==> src/ucds_pkg.sv <==
// ucds_pkg: shared types and constants for the configuration descriptor scanner
// holds the transaction structs, descriptor codes and end reason codes
// no dependencies
`timescale 1ns / 1ps
`default_nettype none

package ucds_pkg;

    localparam logic [7:0]  TYPE_INTERFACE = 8'h04;
    localparam logic [7:0]  TYPE_ENDPOINT  = 8'h05;
    localparam logic [7:0]  DIR_IN_BIT     = 8'h80;
    localparam logic [7:0]  HID_CLASS      = 8'd3;
    localparam logic [7:0]  KBD_PROTOCOL   = 8'd1;
    localparam logic [15:0] OFFSET_MAX     = 16'hFFFF;

    typedef enum logic [1:0] {
        REASON_FOUND       = 2'd0,
        REASON_ZERO_LENGTH = 2'd1,
        REASON_TOTAL_LEN   = 2'd2,
        REASON_STREAM_END  = 2'd3
    } end_reason_t;

    typedef struct packed {
        logic [7:0] data_byte;
        logic       last_byte;
    } scan_in_t;

    typedef struct packed {
        logic        found;
        end_reason_t end_reason;
        logic [7:0]  interface_number;
        logic [7:0]  endpoint_address;
        logic [15:0] max_packet_size;
    } scan_out_t;

endpackage

`default_nettype wire

==> src/usb_config_descriptor_scan.sv <==
// usb_config_descriptor_scan: walks a configuration descriptor block byte by byte
// and reports the first keyboard interface IN endpoint; depends on ucds_pkg
//
//  channel   direction  payload      handshake
//  item      in         scan_in_t    item_valid / item_ready
//  result    out        scan_out_t   result_valid / result_ready
//
// one byte per cycle while item_ready is high; each accepted byte updates the registered parse state
// a result appears in the output register the cycle after the byte that ends the scan
// item_ready drops only while a result waits and the scan has not already ended
// rst_n clears all parse state and the output register
`timescale 1ns / 1ps
`default_nettype none

module usb_config_descriptor_scan
(
    input  wire logic                clk,
    input  wire logic                rst_n,
    input  wire logic                item_valid,
    output logic                     item_ready,
    input  wire ucds_pkg::scan_in_t  item,
    output logic                     result_valid,
    input  wire logic                result_ready,
    output ucds_pkg::scan_out_t      result
);

    import ucds_pkg::*;

    logic [15:0] byte_offset_reg,   byte_offset_next;
    logic [15:0] next_desc_reg,     next_desc_next;
    logic [15:0] total_length_reg,  total_length_next;
    logic [7:0]  desc_length_reg,   desc_length_next;
    logic [7:0]  desc_type_reg,     desc_type_next;
    logic        kbd_active_reg,    kbd_active_next;
    logic [7:0]  class_seen_reg,    class_seen_next;
    logic [7:0]  intf_capture_reg,  intf_capture_next;
    logic [7:0]  ep_capture_reg,    ep_capture_next;
    logic [7:0]  psize_low_reg,     psize_low_next;
    logic        scan_done_reg,     scan_done_next;
    logic        result_valid_reg,  result_valid_next;
    scan_out_t   result_reg,        result_next;

    logic        accept;
    logic        finish;
    logic        hit;
    end_reason_t reason;
    logic [15:0] mps;
    logic [15:0] room;
    logic [15:0] remaining;
    logic [7:0]  rel;
    logic [15:0] start;
    logic [7:0]  b;
    logic [15:0] off;

    assign item_ready   = !result_valid_reg || result_ready || scan_done_reg;
    assign accept       = item_valid && item_ready;
    assign result_valid = result_valid_reg;
    assign result       = result_reg;

    always_comb
    begin
        b         = item.data_byte;
        off       = byte_offset_reg;
        room      = OFFSET_MAX - off;
        remaining = next_desc_reg - off;
        rel       = desc_length_reg - remaining[7:0];

        byte_offset_next  = byte_offset_reg;
        next_desc_next    = next_desc_reg;
        total_length_next = total_length_reg;
        desc_length_next  = desc_length_reg;
        desc_type_next    = desc_type_reg;
        kbd_active_next   = kbd_active_reg;
        class_seen_next   = class_seen_reg;
        intf_capture_next = intf_capture_reg;
        ep_capture_next   = ep_capture_reg;
        psize_low_next    = psize_low_reg;
        scan_done_next    = scan_done_reg;
        start             = 16'd0;

        finish = 1'b0;
        hit    = 1'b0;
        reason = REASON_FOUND;
        mps    = 16'd0;

        if (!scan_done_reg)
        begin
            if (off == 16'd2)
            begin
                total_length_next[7:0] = b;
            end
            else if (off == 16'd3)
            begin
                total_length_next[15:8] = b;
            end

            if (off == next_desc_reg)
            begin
                if (off >= 16'd4 && off >= total_length_next)
                begin
                    finish = 1'b1;
                    reason = REASON_TOTAL_LEN;
                end
                else if (b == 8'd0)
                begin
                    desc_length_next = 8'd0;
                    if (off >= 16'd4)
                    begin
                        finish = 1'b1;
                        reason = REASON_ZERO_LENGTH;
                    end
                end
                else
                begin
                    desc_length_next = ({8'd0, b} < room) ? b : room[7:0];
                    next_desc_next   = off + {8'd0, desc_length_next};
                    desc_type_next   = 8'd0;
                end
            end
            else if (desc_length_reg != 8'd0 && off < next_desc_reg)
            begin
                if (rel == 8'd1)
                begin
                    desc_type_next = b;
                    if (b == TYPE_INTERFACE)
                    begin
                        kbd_active_next = 1'b0;
                        class_seen_next = 8'd0;
                    end
                end
                else if (desc_type_reg == TYPE_INTERFACE)
                begin
                    if (rel == 8'd2)
                    begin
                        intf_capture_next = b;
                    end
                    else if (rel == 8'd5)
                    begin
                        class_seen_next = b;
                    end
                    else if (rel == 8'd7)
                    begin
                        kbd_active_next = (class_seen_reg == HID_CLASS) && (b == KBD_PROTOCOL);
                    end
                end
                else if (desc_type_reg == TYPE_ENDPOINT)
                begin
                    if (rel == 8'd2 && kbd_active_reg && (b & DIR_IN_BIT) != 8'd0)
                    begin
                        ep_capture_next = b;
                        psize_low_next  = 8'd0;
                    end
                    else if (rel == 8'd4 && ep_capture_reg != 8'd0)
                    begin
                        psize_low_next = b;
                    end
                    if (ep_capture_next != 8'd0 && rel >= 8'd2 &&
                        (rel == 8'd5 || ({1'b0, rel} + 9'd1) == {1'b0, desc_length_reg}))
                    begin
                        finish = 1'b1;
                        hit    = 1'b1;
                        mps    = {(rel == 8'd5) ? b : 8'd0, psize_low_next};
                    end
                end
            end

            if (!finish && off == 16'd3)
            begin
                start = next_desc_next - {8'd0, desc_length_next};
                if (start >= total_length_next)
                begin
                    finish = 1'b1;
                    reason = REASON_TOTAL_LEN;
                end
                else if (desc_length_next == 8'd0)
                begin
                    finish = 1'b1;
                    reason = REASON_ZERO_LENGTH;
                end
            end

            if (!finish && item.last_byte)
            begin
                finish = 1'b1;
                if (ep_capture_next != 8'd0)
                begin
                    hit = 1'b1;
                    mps = {8'd0, psize_low_next};
                end
                else
                begin
                    reason = REASON_STREAM_END;
                end
            end

            if (finish)
            begin
                scan_done_next = 1'b1;
            end

            if (byte_offset_reg != OFFSET_MAX)
            begin
                byte_offset_next = byte_offset_reg + 16'd1;
            end
        end

        result_next.found            = hit;
        result_next.end_reason       = hit ? REASON_FOUND : reason;
        result_next.interface_number = hit ? intf_capture_next : 8'd0;
        result_next.endpoint_address = hit ? ep_capture_next : 8'd0;
        result_next.max_packet_size  = hit ? mps : 16'd0;

        if (item.last_byte)
        begin
            byte_offset_next  = 16'd0;
            next_desc_next    = 16'd0;
            total_length_next = 16'd0;
            desc_length_next  = 8'd0;
            desc_type_next    = 8'd0;
            kbd_active_next   = 1'b0;
            class_seen_next   = 8'd0;
            intf_capture_next = 8'd0;
            ep_capture_next   = 8'd0;
            psize_low_next    = 8'd0;
            scan_done_next    = 1'b0;
        end

        result_valid_next = result_valid_reg && !result_ready;
        if (accept && finish)
        begin
            result_valid_next = 1'b1;
        end
    end

    always_ff @(posedge clk or negedge rst_n)
    begin
        if (!rst_n)
        begin
            byte_offset_reg  <= '0;
            next_desc_reg    <= '0;
            total_length_reg <= '0;
            desc_length_reg  <= '0;
            desc_type_reg    <= '0;
            kbd_active_reg   <= 1'b0;
            class_seen_reg   <= '0;
            intf_capture_reg <= '0;
            ep_capture_reg   <= '0;
            psize_low_reg    <= '0;
            scan_done_reg    <= 1'b0;
            result_valid_reg <= 1'b0;
        end
        else
        begin
            result_valid_reg <= result_valid_next;
            if (accept)
            begin
                byte_offset_reg  <= byte_offset_next;
                next_desc_reg    <= next_desc_next;
                total_length_reg <= total_length_next;
                desc_length_reg  <= desc_length_next;
                desc_type_reg    <= desc_type_next;
                kbd_active_reg   <= kbd_active_next;
                class_seen_reg   <= class_seen_next;
                intf_capture_reg <= intf_capture_next;
                ep_capture_reg   <= ep_capture_next;
                psize_low_reg    <= psize_low_next;
                scan_done_reg    <= scan_done_next;
            end
        end
    end

    // result payload, loaded only when a transaction ends the scan
    always_ff @(posedge clk or negedge rst_n)
    begin
        if (!rst_n)
        begin
            result_reg <= '0;
        end
        else if (accept && finish)
        begin
            result_reg <= result_next;
        end
    end

endmodule

`default_nettype wire

==> config.mk <==
export PLATFORM = sky130hd
export DESIGN_NAME = usb_config_descriptor_scan
export DESIGN_NICKNAME = d
export VERILOG_FILES = /design/src/ucds_pkg.sv /design/src/usb_config_descriptor_scan.sv
export SDC_FILE = /design/constraint.sdc
export NUM_CORES = 1
export LEC_CHECK = 0
export ABC_CLOCK_PERIOD_IN_PS = 18500
export BUFFER_PORTS_ARGS = -buffer_cell sky130_fd_sc_hd__buf_2
export CAP_MARGIN = 20
export CORE_MARGIN = 1.5
export CORE_UTILIZATION = 37
export DETAILED_ROUTE_END_ITERATION = 12
export GPL_TIMING_DRIVEN = 0
export PLACE_DENSITY = 0.54
export REMOVE_ABC_BUFFERS = 1
export SLEW_MARGIN = 20
export SYNTH_ARGS = -nofsm -noshare
export SYNTH_HDL_FRONTEND = slang
export SYNTH_SLANG_ARGS = --single-unit
==> constraint.sdc <==
create_clock -name clk -period 18.5 [get_ports clk]
set_clock_uncertainty 0.15 [all_clocks]
set_input_delay 0 -clock clk [delete_from_list [all_inputs] [get_ports clk]]
set_output_delay 0 -clock clk [all_outputs]
set_load 0.01 [all_outputs]
==> impl_metrics.ini <==
[clock_tree]
clk_path_buf_depth = 2
clock_sinks = 134
cts_resized = 0
cts-buffers-inserted = 17
cts-root-buf = clkbuf_16
cts_tree = done
hold_buffers = 13
h-tree-depth = 4
clkTransAtPathRegs_ps = 70
post_cts_buffers = 0
clkLatencyLatePin_ps = 440

[floorplan]
coreArea_um2 = 27000
chipWidth_um = 169
dieHeight_um = 169
rows = 60
dieArea_um2 = 28500
initial_utilization = 0.377
io_pins = 50

[drt]
drc = 0
wl_per_cell_um = 20.0
antenna_left = 0
dr_total_vias = 9117
drt_iter0_drc = 729
totalWireLength_um = 31800
dr.pass1.iters = 5
via_per_inst = 5.75

[sta]
fin_crit_ps = 10770
rsz0062_at_grt = no
relSlewSlack = 0.274
period_share = 0.582
finalHoldViolCount = 0
setup_viol = 0
tightestPinTransition_ps = 1090
slew_violations = 0
clock.fmax_mhz = 92.9
tns_ps = 0
setup_slack_ps = 7730

[grt]
grt_overflow = 0
grt_max_degree = 91
antenna_found_initial = 0
grt_pass1_wl_um = 50200
grt.total_usage = 0.228
grt_pass1_vias = 8588

[synth]
avgSynthCellArea_um2 = 8.52
ys_async_sr_fraction = 1.00
ys_top_cells_by_area = dfrtp_1 33%, ha_1 9.7%, o21ai_0 5.6%
synth_edf_count = 0
syn_inst = 1196
synthSimpleGateAreaFrac = 0.206
synth_top_area_frac = 0.329
synth_compound_area_frac = 0.192
synth_flop_cell = dfrtp_1
ys_seq_elements = 134
synth_fa_ha_area_frac = 0.118
synth_warnings = 0
synthDistinctLibCells = 73
seq_area_frac_synth = 0.329
syn_area_um2 = 10200
synth_mux_area_frac = 0.0550
yosys.area.top_type = dfrtp_1
synth_top_family_by_area = simple AND/OR/NAND/NOR gates
synth_xor_area_frac = 0.0490

[final_layout]
drive_gt1_frac = 0.105
nets = 1332
fill_cells = 2665
final_common_cell = nand2_1
layout_common_cells = 139 x nand2_1, 134 x dfrtp_1, 114 x o21ai_0, 90 x nor2_1, 79 x ha_1
diodes = 0
final_cells = 1585
largest_reg_flops = 35
areaGrowthSynthToFinish_pct = 13.2
fin_util = 0.427

[worst_setup_path]
cpPeakStageDelay_ps = 600
cp.arrival_ps = 10910
critPathKind = flop to flop
cp_slowest_cell = or4_1
path_max_fanout = 25
critPathLaunchType = flop
crit_path_end_kind = flop
required_ps = 18640
ff2ff_setup_slack_ps = 7730

[placement]
portBuffers = 49
dp.cells = 1539
gp_congestion = 0.927
post-dp-hpwl_um = 22800
pre_cts_slack_ps = 7930

[min_path]
worstHoldPathType = input pin to flop

[outcome]
status = finished clean

[run]
drv_cap = 0
-- cells in the mapped netlist (4+ instances only) --
cell type,number
o31ai_1,12
nand4_1,21
a21oi_1,51
nand4b_1,4
a22o_1,28
xnor2_1,40
or3_1,5
a22oi_1,9
clkbuf_1,40
or2_2,4
fa_1,9
ha_1,79
xor2_1,17
and3_1,17
nand2b_1,6
nand2_1,140
mux2_2,12
o21ai_1,12
o22ai_1,5
and4_1,7
dfrtp_1,134
a211oi_1,9
mux2i_1,41
nand3_1,38
inv_1,77
o21a_1,6
o2111ai_1,4
nor2b_1,21
o21ai_0,114
nor3_1,22
buf_2,12
a21o_1,21
nor4b_1,5
or4_1,5
nor2_1,92
nor4_1,17
and2_1,4
-- path summary, 6_finish.rpt --
path / from / to / cells after the start
max: byte_offset_reg[0] / result[23] / 35
min: result_ready / result_valid / 3
max reg2reg: byte_offset_reg[0] / result[23] / 35
min reg2reg: result[31] / result[31] / 2
max in group asynchronous: rst_n / psize_low_reg[1] / 4
min in group asynchronous: rst_n / desc_type_reg[6] / 4
-- critical path, delay by kind of cell (launching register included) --
kind / cells / cell delay (ps)
flip-flops: 1 / 550
buffers and inverters: 4 / 670
XOR/XNOR: 1 / 230
multiplexers: 1 / 420
AO/OA/AOI/OAI: 13 / 3800
AND/OR/NAND/NOR: 12 / 3720
adder cells (fa/ha/maj): 4 / 1090
-- through the flow --
step / hold slack (ps) / area, um2
2_1_floorplan: -446 / 9960
3_3_place_gp: 64.5 / 10600
3_5_place_dp: -223 / 10800
4_1_cts: 143 / 11500
5_1_grt: 184 / 11500
6_report: 168 / 11500
-- routing by layer --
layer  vias up  track usage  part of all wire
met1      4472        0.331              0.50
li1       4367            -                 -
met2       247        0.358              0.44
met4         0       0.0516             0.013
met3        31       0.0309             0.047
met5         -            0                 0
-- cells by family after synthesis --
family | Yosys count
AND/OR/NAND/NOR | 423
AO/OA/AOI/OAI | 306
multiplexers | 54
flip-flops | 134
adder cells (fa/ha/maj) | 91
buffers and inverters | 131
XOR/XNOR | 57
-- area by class of cell --
cell class,count,area (um2),share of cell area
Tap cell,341,427,0.0370
Timing Repair Buffer,70,517,0.0448
Clock inverter,15,181,0.0157
Multi-Input combinational cell,931,6350,0.550
Clock buffer,17,425,0.0369
Sequential cell,134,3350,0.291
Inverter,77,289,0.0250
Power is left out: the tool's default activity adds up to more than one toggle a clock period on the data nets, which glitch-free logic cannot reach.
